`src/hw/rtl/nclab_pkg.sv`:
```
// Shared types and constants of the nearest-center pixel labeler.
package nclab_pkg;

   localparam int COORD_W    = 32;
   localparam int CENTER_W   = COORD_W + 1;
   localparam int PIX_W      = 12;
   localparam int SIZE_W     = 24;
   localparam int PROD_W     = PIX_W + SIZE_W;
   localparam int MAP_W      = PROD_W + 2;
   localparam int DIFF_W     = MAP_W + 2;
   localparam int SQ_W       = 2 * COORD_W;
   localparam int DIST_W     = SQ_W + 1;
   localparam int SLOT_W     = 4;
   localparam int LABEL_W    = 5;
   localparam int COUNT_W    = 5;
   localparam int CSR_IDX_W  = 2;
   localparam int CSR_DATA_W = 32;

   // 30.0 map units, used when pixel_size is written as zero
   localparam logic [SIZE_W-1:0] DEFAULT_PIXEL_SIZE = 24'd480;

   typedef enum logic [0:0] {
      CMD_LOAD  = 1'b0,
      CMD_LABEL = 1'b1
   } cmd_type;

   typedef enum logic [CSR_IDX_W-1:0] {
      CSR_IMAGE_COUNT = 2'd0,
      CSR_ORIGIN_X    = 2'd1,
      CSR_TOP_Y       = 2'd2,
      CSR_PIXEL_SIZE  = 2'd3
   } csr_index_type;

   typedef struct packed {
      logic [SLOT_W-1:0]         entry_index;
      logic signed [COORD_W-1:0] box_left;
      logic signed [COORD_W-1:0] box_bottom;
      logic signed [COORD_W-1:0] box_right;
      logic signed [COORD_W-1:0] box_top;
      logic [PIX_W-1:0]          column;
      logic [PIX_W-1:0]          row;
   } req_data_type;

   // Normalized box plus doubled center
   typedef struct packed {
      logic signed [COORD_W-1:0]  left;
      logic signed [COORD_W-1:0]  bottom;
      logic signed [COORD_W-1:0]  right;
      logic signed [COORD_W-1:0]  top;
      logic signed [CENTER_W-1:0] center_x;
      logic signed [CENTER_W-1:0] center_y;
   } entry_type;

   typedef struct packed {
      logic signed [COORD_W-1:0] origin_x;
      logic signed [COORD_W-1:0] top_y;
      logic [SIZE_W-1:0]         pixel_size;
   } cfg_type;

   typedef struct packed {
      logic tbl_we;
      logic pix_load;
      logic mul_en;
      logic add_en;
      logic scan_clear;
      logic rd_en;
      logic out_load;
      logic out_zero;
   } ctrl_cmd_type;

   typedef struct packed {
      logic pipe_busy;
      logic raster_miss;
   } dp_status_type;

endpackage

```
`src/hw/rtl/nclab_ctrl.sv`:
```
// Controller state machine of the pixel labeler.
module nclab_ctrl #(
   parameter int  MAX_IMAGES = 16,
   localparam int IDX_W      = (MAX_IMAGES > 1) ? $clog2(MAX_IMAGES) : 1,
   localparam int CNT_W      = $clog2(MAX_IMAGES + 1)
) (
   input  logic                     clock,
   input  logic                     reset,
   input  logic                     req_valid,
   output logic                     req_ready,
   input  logic [0:0]               req_command,
   output logic                     rsp_valid,
   input  logic                     rsp_ready,
   input  logic [CNT_W-1:0]         count,
   input  nclab_pkg::dp_status_type status,
   output nclab_pkg::ctrl_cmd_type  cmd,
   output logic [IDX_W-1:0]         rd_addr
);
   import nclab_pkg::*;

   typedef enum logic [2:0] {
      ST_IDLE,
      ST_MUL,
      ST_ADD,
      ST_SCAN,
      ST_DRAIN,
      ST_RESP
   } state_type;

   state_type        state_ff, state_in;
   logic [CNT_W-1:0] idx_ff, idx_in;
   logic             is_load_ff, is_load_in;
   logic             rsp_valid_ff, rsp_valid_in;

   always_comb begin
      state_in     = state_ff;
      idx_in       = idx_ff;
      is_load_in   = is_load_ff;
      rsp_valid_in = rsp_valid_ff;
      cmd          = '0;
      if (rsp_valid_ff && rsp_ready) begin
         rsp_valid_in = 1'b0;
      end
      unique case (state_ff)
         ST_IDLE: begin
            if (req_valid) begin
               if (req_command == CMD_LOAD) begin
                  cmd.tbl_we = 1'b1;
                  is_load_in = 1'b1;
                  state_in   = ST_RESP;
               end else begin
                  cmd.pix_load = 1'b1;
                  is_load_in   = 1'b0;
                  state_in     = ST_MUL;
               end
            end
         end
         ST_MUL: begin
            cmd.mul_en     = 1'b1;
            cmd.scan_clear = 1'b1;
            if (status.raster_miss || (count == '0)) begin
               state_in = ST_RESP;
            end else begin
               state_in = ST_ADD;
            end
         end
         ST_ADD: begin
            cmd.add_en = 1'b1;
            idx_in     = '0;
            state_in   = ST_SCAN;
         end
         ST_SCAN: begin
            cmd.rd_en = 1'b1;
            idx_in    = idx_ff + CNT_W'(1);
            if (idx_in == count) begin
               state_in = ST_DRAIN;
            end
         end
         ST_DRAIN: begin
            if (!status.pipe_busy) begin
               state_in = ST_RESP;
            end
         end
         ST_RESP: begin
            if (!rsp_valid_ff || rsp_ready) begin
               cmd.out_load = 1'b1;
               cmd.out_zero = is_load_ff;
               rsp_valid_in = 1'b1;
               state_in     = ST_IDLE;
            end
         end
         default: state_in = ST_IDLE;
      endcase
   end

   always_ff @(posedge clock) begin
      if (reset) begin
         state_ff     <= ST_IDLE;
         idx_ff       <= '0;
         is_load_ff   <= 1'b0;
         rsp_valid_ff <= 1'b0;
      end else begin
         state_ff     <= state_in;
         idx_ff       <= idx_in;
         is_load_ff   <= is_load_in;
         rsp_valid_ff <= rsp_valid_in;
      end
   end

   assign req_ready = (state_ff == ST_IDLE);
   assign rsp_valid = rsp_valid_ff;
   assign rd_addr   = idx_ff[IDX_W-1:0];

endmodule

```
`config.mk`:
```
export PLATFORM = sky130hd
export DESIGN_NAME = nclab_ctrl
export DESIGN_NICKNAME = d
export VERILOG_FILES = /design/src/hw/rtl/nclab_pkg.sv /design/src/hw/rtl/nclab_ctrl.sv
export SDC_FILE = /design/constraint.sdc
export NUM_CORES = 1
export LEC_CHECK = 0
export BUFFER_PORTS_ARGS = -buffer_cell sky130_fd_sc_hd__buf_4
export CORE_AREA = 8 8 49 51
export DETAILED_ROUTE_END_ITERATION = 12
export DIE_AREA = 0 0 57 59
export HOLD_SLACK_MARGIN = 0.15
export PLACE_DENSITY = 0.75
export SYNTH_ARGS = -nofsm -noshare
export SYNTH_HDL_FRONTEND = slang
export SYNTH_SLANG_ARGS = --single-unit
```
`constraint.sdc`:
```
create_clock -name clock -period 1.8 [get_ports clock]
set_input_delay 0.09 -clock clock [delete_from_list [all_inputs] [get_ports clock]]
set_output_delay 0.09 -clock clock [all_outputs]
set_load 0.005 [all_outputs]
```
* Yosys cells after proc, flatten, opt, wreduce, memory -nomap -nowiden
Cells that the tools add are included.
** Storage, ports and cells
- Register bits after elaboration :: 10
- Input bits :: 12
- Word-level logic and storage cells :: 44
** Operators by class
- Add/subtract/negate cells :: 1
- Equality and inequality tests :: 10
- Multiplexer cells :: 20
- Reductions and logical operators :: 9
** Operator list (count)
- 3-bit two-way mux :: 6
- 3-bit one-hot mux with 6 select lines :: 1
- 5-bit one-hot mux with 2 select lines :: 1
- 1-bit two-way mux :: 8
- 2-bit two-way mux :: 4
- 2-bit != test (second input constant) :: 4
- 3-bit by 2-bit equality test with 1-bit output (second input constant) :: 2
- 3-bit equality test (second input constant) :: 2
- 5-bit by 1-bit adder with 5-bit output (second input constant) :: 1
- 5-bit equality test :: 1
- 5-bit logical NOT :: 1
- 4-bit AND reduction :: 1
- 3-bit by 1-bit equality test with 1-bit output (second input constant) :: 1
- 3-bit logical NOT :: 1
- 1-bit logical OR :: 2
- 2-bit AND reduction :: 1
- 2-bit nonzero test :: 1
- 1-bit logical AND :: 1
- 1-bit logical NOT :: 1

* Longest topological paths before layout
Gate-level depths: netlist of the first run.
- Word-level depth :: 4
- Mapped depth :: 6

* Least setup slack after synthesis of the first run
OpenSTA, ideal clock, no wires.
- Path kind :: register to register
- From :: reg idx_ff[0]
- To :: reg state_ff[2]
- Arrival :: 1.559 ns
- Required time :: 1.728 ns
- Setup slack :: 0.170 ns
- Stages on the path, launching flop included :: 7
- Path buffers :: 0
- Cell sequence :: dfxtp_1 ha_1 and3_1 a311oi_1 o2111ai_1 o21ai_2 mux2i_1
** On the way
- Longest elaborated chain between the ends :: 4
** RTL lines
- start, declared :: line nclab_ctrl.sv:31 : logic [CNT_W-1:0] idx_ff, idx_in;
- start signal, assigned :: line nclab_ctrl.sv:104 : idx_ff <= idx_in;
- 5-bit by 1-bit adder with 5-bit output :: line nclab_ctrl.sv:74 : idx_in = idx_ff + CNT_W'(1);
- 5-bit equality test :: line nclab_ctrl.sv:75 : if (idx_in == count) begin
- 2-bit != test (no line)
- 4-bit AND reduction (no line)
- end signal, assigned :: line nclab_ctrl.sv:103 : state_ff <= state_in;
- end, declared :: line nclab_ctrl.sv:30 : state_type state_ff, state_in;
Every way passes these cells.
A chain may end at the register's enable or synchronous reset.

* Worst setup path after layout of the first run
- From :: reg idx_ff[1]
- To :: reg state_ff[2]
The elaborated chain is that of the path after synthesis.

==> results of run 1 <==
==> per-stage QoR <==
step / setup slack, ns / hold WS [ns] / power, mW / instances / util, %
CTS: 0.0457 / 0.151 / 1.09 / 139 / 57.9
finish: 0.128 / 0.162 / 1.10 / 139 / 59.8
global route: 0.0581 / 0.170 / 1.18 / 139 / 59.8
global placement: 0.192 / 0.356 / 0.898 / 134 / 55.3
detailed placement: 0.0736 / 0.358 / 0.916 / 134 / 55.3
floorplan: 0.170 / 0.211 / 0.702 / 96 / -
==> sequential cells by signal (all words and copies together) (netlist names) <==
signal	count
idx_ff	5
state_ff	3
is_load_ff	1
rsp_valid	1
==> worst max-delay path, delay by kind of cell (launching register included) <==
family / cells / cell delay [ns]
AOI/OAI and AO/OA: 3 / 0.70
adders and majority gates: 1 / 0.16
DFF: 1 / 0.35
muxes: 1 / 0.20
and+or+nand+nor: 1 / 0.18
==> layout by cell type (no fill, tap or decap), types with 2 or more instances in the layout <==
cell type,Yosys,routed
nor3_1,5,5
dlygate4sd3_1,0,2
nand2b_1,6,6
a21o_1,2,2
nand3b_1,2,2
a311oi_2,1,2
a21oi_1,11,11
buf_4,5,29
nand2_1,8,8
xor2_1,2,2
xnor2_1,5,5
nor2_1,9,9
inv_1,2,2
nor2b_1,5,5
nand3_1,4,4
dfxtp_1,10,9
or2b_1,2,2
o21ai_0,2,2
clkbuf_4,0,3
==> power groups by stage <==
| stage | Clock (mW) | Sequential, mW | Combinational (mW) |
|---|---|---|---|
| finish | 0.163 | 0.308 | 0.624 |
| global route | 0.176 | 0.317 | 0.687 |
| CTS | 0.169 | 0.306 | 0.614 |
| detailed placement | 0 | 0.311 | 0.604 |
| global placement | 0 | 0.308 | 0.589 |
| floorplan | 0 | 0.304 | 0.398 |
==> logic make-up (layout without fill, tap and decap cells) <==
logic type,count (synthesis),count (layout),synth area share [%]
adders and majority gates,1,1,1.73
and+or+nand+nor,46,46,33.6
AOI/OAI and AO/OA,21,21,19.4
xor gates and xnor gates,7,7,8.48
DFF,10,10,27.7
muxes,1,1,1.38
buffers and inverters,10,36,7.79
==> layer usage <==
layer,wire (um),GRT usage (%),vias up
met1,931,14.8,359
met2,981,18.8,20
met4,59,10.1,0
met5,0,0,-
li1,-,-,379
met3,101,2.36,5
==> final timing paths <==
check / end / slack (ns) / depth (start not counted)
max: state_ff[2]$_SDFFE_PP0P_ / 0.13 / 6
min: rsp_valid$_SDFF_PP0_ / 0.16 / 3
max reg2reg: state_ff[2]$_SDFFE_PP0P_ / 0.13 / 6
min reg2reg: idx_ff[1]$_SDFFE_PP0P_ / 0.50 / 2
==> cell type report <==
| cell class | count | area share [%] |
|---|---|---|
| Multi-Input combinational cell | 76 | 50.3 |
| Sequential cell | 10 | 20.4 |
| Tap cell | 17 | 2.15 |
| Clock buffer | 3 | 2.28 |
| Timing Repair Buffer | 31 | 24.1 |
| Inverter | 2 | 0.760 |
==> repair_timing <==
action,CTS,global route
resized for setup,0,5
hold buffers,2,0
setup endpoints to repair,0,3
hold endpoints to repair,8,0
==> flow_metrics.tcl, run 1 <==
set metrics [dict create \
    cts.clk_slew.worst_paths_ns 0.07 \
    initial_utilization_pct 43.8 \
    path_class "register to register" \
    placed_area_um2 913 \
    drtIter0Drc 13 \
    grtUsageTotal_pct 12.4 \
    synth_cell_types 29 \
    cts_setup_buffers 0 \
    synth_edf_count 0 \
    yosysTopAreaCellShare_pct 27.7 \
    nets 137 \
    slew_headroom_pct 76.4 \
    grt_antenna_before_repair 0 \
    num-fill-cells 152 \
    crit_chain "ha_4 -> and3_4 -> a311oi_2 -> o2111ai_2 -> o21ai_2 -> mux2i_1" \
    fmax_mhz 598 \
    setup_violations 0 \
    yosysSeqAreaShare_pct 27.7 \
    status "finished, final reports clean" \
    die-area_um2 3360 \
    ys_warn_count 0 \
    regArea_um2 201 \
    grt_pass1_vias 741 \
    hold_viol_final 0 \
    synth_seq_cells 10 \
    maxCapViolCount 0 \
    cp_slowest_cell "dfxtp_2" \
    vias_per_cell 5.49 \
    required_ns 2.01 \
    firstDrtPassIters 4 \
    ir_worst_vdd_mv 0.422 \
    slew_violations 0 \
    synth_ff_type "dfxtp_1" \
    post-route-period-util_pct 92.9 \
    hold_start "rsp_ready" \
    critPathMaxFanout 4 \
    cts.path.max_buffers 2 \
    power_density_nw_per_um2 1110 \
    drive_above_1_share_pct 32.8 \
    r2r-start "idx_ff[1]$_SDFFE_PP0P_" \
    cp-start-kind "register" \
    switching_power_uw 434 \
    hold_class "input pin to register" \
    max_stage_delay_ns 0.35 \
    design_area_um2 987 \
    cp-end-kind "register" \
    clkLatencyLatePin_ns 0.28 \
    dpl.hpwl_um 1530 \
    fin_setup_tns_ns 0 \
    leakage_nw 0.433 \
    numCtsBuffers 3 \
    multi_input_area_um2 497 \
    die_height_um 59 \
    ios 26 \
    min_period_ns 1.67 \
    die-width_um 57 \
    place_congestion 0.843 \
    clkPwrFrac_pct 14.9 \
    wirelength_um 2070 \
    cts_root_buf "clkbuf_4" \
    drt.antenna.violating_nets 0 \
    pwr-share-comb_pct 57.0 \
    rsz0062_at_grt "no" \
    syn_area_um2 723 \
    cts_tree "built" \
    switching_share_pct 39.6 \
    htreeDepth 1 \
    rows 15 \
    grt-ovfl-total 0 \
    avgRoutedWirePerCell_um 14.9 \
    cts_num_sinks 10 \
    intPower_uw 661 \
    synth_cells 96 \
    grt_pass1_wl_um 3330 \
    coreArea_um2 1650 \
    synth_area_leader_cell "dfxtp_1" \
    drc 0 \
    diodes 0 \
    final.setup_skew_ns 0.00651 \
    synth_area_per_cell_um2 7.53 \
    yosysMostFrequentCell "a21oi_1" \
    grt_max_degree 14 \
    synth.net_count 109 \
    numPortBuffers 25 \
    synthTopCellsByCount "a21oi_1, dfxtp_1, nor2_1, nand2_1, nand2b_1" \
    area_growth_pct 36.5 \
    synth_area_leaders "dfxtp_1, a21oi_1, xnor2_1, buf_4, nand2b_1" \
    async_reset_ff_share_pct 0 \
    crit_start "idx_ff[1]$_SDFFE_PP0P_" \
    worst_slew_pin_slew_ns 0.353 \
    power_frac_seq_pct 28.1 \
    vias 763 \
    crit_arrival_ns 1.88 \
]
(Power assumes the default switching activity.)
==> run 2, diff against run 1 <==
--- a/config.mk
+++ b/config.mk
@@ -6,11 +6,14 @@
 export NUM_CORES = 1
 export LEC_CHECK = 0
 export BUFFER_PORTS_ARGS = -buffer_cell sky130_fd_sc_hd__buf_4
-export CORE_AREA = 8 8 49 51
+export CELL_PAD_IN_SITES_DETAIL_PLACEMENT = 0
+export CELL_PAD_IN_SITES_GLOBAL_PLACEMENT = 1
+export CORE_AREA = 8 8 56 58
 export DETAILED_ROUTE_END_ITERATION = 12
-export DIE_AREA = 0 0 57 59
+export DIE_AREA = 0 0 64 66
 export HOLD_SLACK_MARGIN = 0.15
-export PLACE_DENSITY = 0.75
+export PLACE_DENSITY = 0.77
+export SLEW_MARGIN = 15
 export SYNTH_ARGS = -nofsm -noshare
 export SYNTH_HDL_FRONTEND = slang
 export SYNTH_SLANG_ARGS = --single-unit
==> flow_metrics.tcl, run 2 (synthesis results as in run 1) <==
set metrics [dict create \
    place_congestion 0.868 \
    ir_worst_vdd_mv 0.903 \
    numCtsBuffers 3 \
    die_height_um 66 \
    grt_antenna_before_repair 0 \
    fin_setup_tns_ns 0 \
    layout_common_cells "buf_4, a21oi_1, dfxtp_1" \
    path_class "register to register" \
    grt_max_degree 14 \
    power_density_nw_per_um2 1130 \
    required_ns 2.01 \
    slew_violations 0 \
    hold_class "input pin to register" \
    cts_tree "built" \
    largestRegisters "idx_ff (5), state_ff (3)" \
    setup_violations 0 \
    htreeDepth 1 \
    post-route-period-util_pct 93.7 \
    cts.path.max_buffers 2 \
    diodes 0 \
    vias_per_cell 4.82 \
    clkLatencyLatePin_ns 0.27 \
    placed_area_um2 945 \
    wirelength_um 1920 \
    slew_headroom_pct 81.9 \
    grt_pass1_vias 767 \
    r2r-end "state_ff[2]$_SDFFE_PP0P_" \
    design_area_um2 1010 \
    drc 0 \
    final_util_pct 43.6 \
    fmax_mhz 593 \
    min_to "is_load_ff$_SDFFE_PP0P_" \
    cp_slowest_cell "dfxtp_1" \
    hold_depth 3 \
    die-width_um 64 \
    cp-end-kind "register" \
    area_growth_pct 39.8 \
    ios 26 \
    r2r_slack_ns 0.11 \
    mostFrequentLayoutCell "buf_4" \
    min_period_ns 1.69 \
    nets 140 \
    grt-ovfl-total 0 \
    largest_register "idx_ff" \
    drtIter0Drc 15 \
    firstDrtPassIters 2 \
    hold_viol_final 0 \
    grt_pass1_wl_um 3250 \
    cts_num_sinks 10 \
    status "finished, final reports clean" \
    largest_reg_flops 5 \
    cts_setup_buffers 0 \
    hold_start "req_command" \
    drive_above_1_share_pct 30.2 \
    grtUsageTotal_pct 9.35 \
    cp-start-kind "register" \
    die-area_um2 4220 \
    coreArea_um2 2320 \
    avgRoutedWirePerCell_um 12.3 \
    rows 18 \
    cts.clk_slew.worst_paths_ns 0.07 \
    reg2reg_depth 6 \
    leakage_nw 0.458 \
    crit_chain "ha_1 -> xor2_1 -> a311oi_1 -> o2111ai_1 -> o21ai_2 -> mux2i_1" \
    cts-resized-gates 0 \
    maxCapViolCount 0 \
    drt.antenna.violating_nets 0 \
    num-fill-cells 232 \
    r2r-start "idx_ff[1]$_SDFFE_PP0P_" \
    final.setup_skew_ns 0.00254 \
    numPortBuffers 25 \
    dpl.hpwl_um 1540 \
    worst_slew_pin_slew_ns 0.272 \
    crit_arrival_ns 1.89 \
    cts_root_buf "clkbuf_4" \
    initial_utilization_pct 31.2 \
    rsz0062_at_grt "no" \
    vias 752 \
    max_stage_delay_ns 0.38 \
    critPathMaxFanout 4 \
]
## run 2: routing by layer
| metal | part of all wire, % | wire (um) | GRT usage (%) |
|---|---|---|---|
| met4 | 0 | 0 | 1.11 |
| met1 | 47 | 892 | 10.7 |
| met3 | 6.8 | 130 | 5.25 |
| met2 | 47 | 891 | 15.3 |
| met5 | 0 | 0 | 0 |
## run 2: report_power, final
part	internal, mW	total, mW	switching [mW]
logic	0.334	0.644	0.310
clock network	0.123	0.211	0.0879
registers	0.265	0.292	0.0273
## run 2: worst max-delay path by stage
| stage | startpoint | endpoint | slack (ns) |
|---|---|---|---|
| 5_1_grt | idx_ff[1]$_SDFFE_PP0P_ | state_ff[2]$_SDFFE_PP0P_ | 0.002 |
| 3_5_place_dp | idx_ff[1]$_SDFFE_PP0P_ | state_ff[2]$_SDFFE_PP0P_ | 0.12 |
| 2_1_floorplan | idx_ff[0]$_SDFFE_PP0P_ | state_ff[2]$_SDFFE_PP0P_ | 0.17 |
| 4_1_cts | idx_ff[1]$_SDFFE_PP0P_ | state_ff[2]$_SDFFE_PP0P_ | 0.10 |
| 3_3_place_gp | idx_ff[1]$_SDFFE_PP0P_ | state_ff[2]$_SDFFE_PP0P_ | 0.18 |
| 6_report | idx_ff[1]$_SDFFE_PP0P_ | state_ff[2]$_SDFFE_PP0P_ | 0.11 |
## run 2: metrics by stage
step                      hold WS [ns]  instances  setup slack, ns  total power, mW
after CTS                        0.161        156            0.101             1.16
final                            0.160        156            0.113             1.15
after global placement           0.361        149            0.179            0.934
after global routing             0.178        156          0.00230             1.25
after floorplan                  0.211         96            0.170            0.702
after detailed placement         0.361        149            0.125            0.945
## run 2: what timing repair did
| action | in CTS | in global routing |
|---|---|---|
| endpoints found under the setup margin | 0 | 0 |
| hold endpoints to repair | 8 | 0 |
| hold buffers | 3 | 0 |
## run 2: final cells by class
cell class	instances	area (um2)	share of cell area, %
well taps	30	37.5	3.71
flip-flops and latches	10	200	19.8
clock buffers	4	36.3	3.59
multi-input cells	76	467	46.2
repair buffers	34	263	26.0
inverters	2	7.51	0.743
## run 2: critical path, delay by kind of cell, from the launching register on
kind	cells	cell delay (ns)
flip-flops	1	0.38
multiplexers	1	0.20
adder cells (fa/ha/maj)	1	0.27
XOR/XNOR	1	0.15
AO/OA/AOI/OAI	3	0.62
==> run 3, diff against run 2 <==
==> constraint.sdc (replaced) <==
create_clock -name clock -period 1.9 [get_ports clock]
set_input_delay 0.095 -clock clock [delete_from_list [all_inputs] [get_ports clock]]
set_output_delay 0.095 -clock clock [all_outputs]
set_load 0.005 [all_outputs]
==> flow_metrics.tcl, run 3 (synthesis results as in run 1) <==
set metrics [dict create \
    status "finished, final reports clean" \
    cts_num_sinks 10 \
    firstDrtPassIters 3 \
    busiest_layer "met2" \
    die-area_um2 4220 \
    slew_headroom_pct 80.8 \
    grt_antenna_before_repair 0 \
    largest_register "idx_ff" \
    grt-ovfl-total 0 \
    grt_pass1_wl_um 3120 \
    max_stage_delay_ns 0.36 \
    htreeDepth 1 \
    crit_chain "ha_1 -> and3_1 -> a311oi_1 -> o2111ai_1 -> o21ai_2 -> mux2i_1" \
    area_growth_pct 33.7 \
    cts.path.max_buffers 2 \
    worst_slew_pin_slew_ns 0.288 \
    final.setup_skew_ns 0.000723 \
    crit_arrival_ns 1.96 \
    clkPwrFrac_pct 14.9 \
    coreArea_um2 2320 \
    largestRegisters "idx_ff (5), state_ff (3)" \
    cp-end-kind "register" \
    hold_viol_final 0 \
    rows 18 \
    ios 26 \
    nets 136 \
    vias_per_cell 4.81 \
    crit_family "compound AO/OA/AOI/OAI gates" \
    hold_slack_ns 0.175 \
    grtUsageTotal_pct 9.22 \
    die_height_um 66 \
    slew_violations 0 \
    layout_common_cells "buf_4, a21oi_1, dfxtp_1" \
    diodes 0 \
    hold_class "input pin to register" \
    vias 726 \
    multi_input_area_um2 467 \
    critPathMaxFanout 6 \
    switching_share_pct 38.8 \
    power_density_nw_per_um2 1040 \
    intPower_uw 615 \
    use_met3_pct 4.07 \
    post-route-period-util_pct 92.4 \
    cp-start-kind "register" \
    dpl.hpwl_um 1500 \
    switching_power_uw 390 \
    clkLatencyLatePin_ns 0.27 \
    numPortBuffers 25 \
    rsz0062_at_grt "no" \
    setup_violations 0 \
    required_ns 2.10 \
    cts_root_buf "clkbuf_4" \
    maxCapViolCount 0 \
    drc 0 \
    ir_worst_vdd_mv 0.600 \
    wirelength_um 1880 \
    min_period_ns 1.76 \
    gr-usage-met2_pct 14.7 \
    grt_pass1_vias 737 \
    fmax_mhz 570 \
    initial_utilization_pct 31.2 \
    die-width_um 64 \
    avgRoutedWirePerCell_um 12.5 \
    cp.buffers_inverters 0 \
    regArea_um2 200 \
    drtIter0Drc 22 \
    cts_tree "built" \
    fin_setup_tns_ns 0 \
    grt_max_degree 14 \
    largest_reg_flops 5 \
    use_met1_pct 10.7 \
    cts.clk_slew.worst_paths_ns 0.07 \
    path_class "register to register" \
    drive_above_1_share_pct 27.3 \
    place_congestion 0.835 \
    pwr-share-comb_pct 56.1 \
    leakage_nw 0.429 \
    cp_slowest_cell "dfxtp_1" \
    mostFrequentLayoutCell "buf_4" \
    drt.antenna.violating_nets 0 \
    power_frac_seq_pct 29.0 \
    numCtsBuffers 3 \
    num-fill-cells 234 \
]
[run 3: power by group through the flow]
stage / registers, mW / clock network (mW) / logic, mW
after floorplan: 0.288 / 0 / 0.377
after global placement: 0.297 / 0 / 0.557
after detailed placement: 0.297 / 0 / 0.561
after CTS: 0.293 / 0.161 / 0.569
after global routing: 0.301 / 0.164 / 0.618
final: 0.291 / 0.150 / 0.564
[run 3: worst paths after layout]
| kind | cells past startpoint | from | to | slack (ns) |
|---|---|---|---|---|
| min | 3 | req_command | is_load_ff$_SDFFE_PP0P_ | 0.18 |
| max reg2reg | 6 | idx_ff[0]$_SDFFE_PP0P_ | state_ff[2]$_SDFFE_PP0P_ | 0.14 |
| min reg2reg | 2 | idx_ff[1]$_SDFFE_PP0P_ | idx_ff[1]$_SDFFE_PP0P_ | 0.50 |
| max | 6 | idx_ff[0]$_SDFFE_PP0P_ | state_ff[2]$_SDFFE_PP0P_ | 0.14 |
[run 3: area by class of cell]
class | instances | area share, %
sequential | 10 | 20.7
inverter | 2 | 0.776
clock buffer | 3 | 2.33
timing repair buffer | 30 | 24.1
tap | 30 | 3.88
multi-input combinational | 76 | 48.3
[run 3: layer usage]
metal | vias to the layer above | share of wire (%) | wire length [um]
li1 | 377 | - | -
met1 | 326 | 46 | 874
met2 | 20 | 46 | 875
met3 | 3 | 5.7 | 108
met4 | 0 | 1.3 | 25
met5 | - | 0 | 0
[run 3: stage by stage]
| stage | instance area [um2] | setup slack, ns | instances | total power [mW] | util, % |
|---|---|---|---|---|---|
| after floorplan | 723 | 0.270 | 96 | 0.665 | - |
| after global placement | 915 | 0.175 | 145 | 0.854 | 39.4 |
| after detailed placement | 915 | 0.168 | 145 | 0.859 | 39.4 |
| after CTS | 967 | 0.135 | 151 | 1.02 | 41.7 |
| after global routing | 967 | 0.0261 | 151 | 1.08 | 41.7 |
| final | 967 | 0.145 | 151 | 1.01 | 41.7 |
[run 3: timing repair]
action                                 in CTS  in global routing
hold buffers                                3                  0
resized for setup                           0                  0
endpoints found under the hold margin       8                  0
setup buffers                               0                  0
[run 3: worst reg2reg max path, cell delays in order, from the launching register on]
cell       delay (ns)
dfxtp_1          0.36
ha_1             0.28
and3_1           0.23
a311oi_1         0.27
o2111ai_1        0.15
o21ai_2          0.21
mux2i_1          0.19
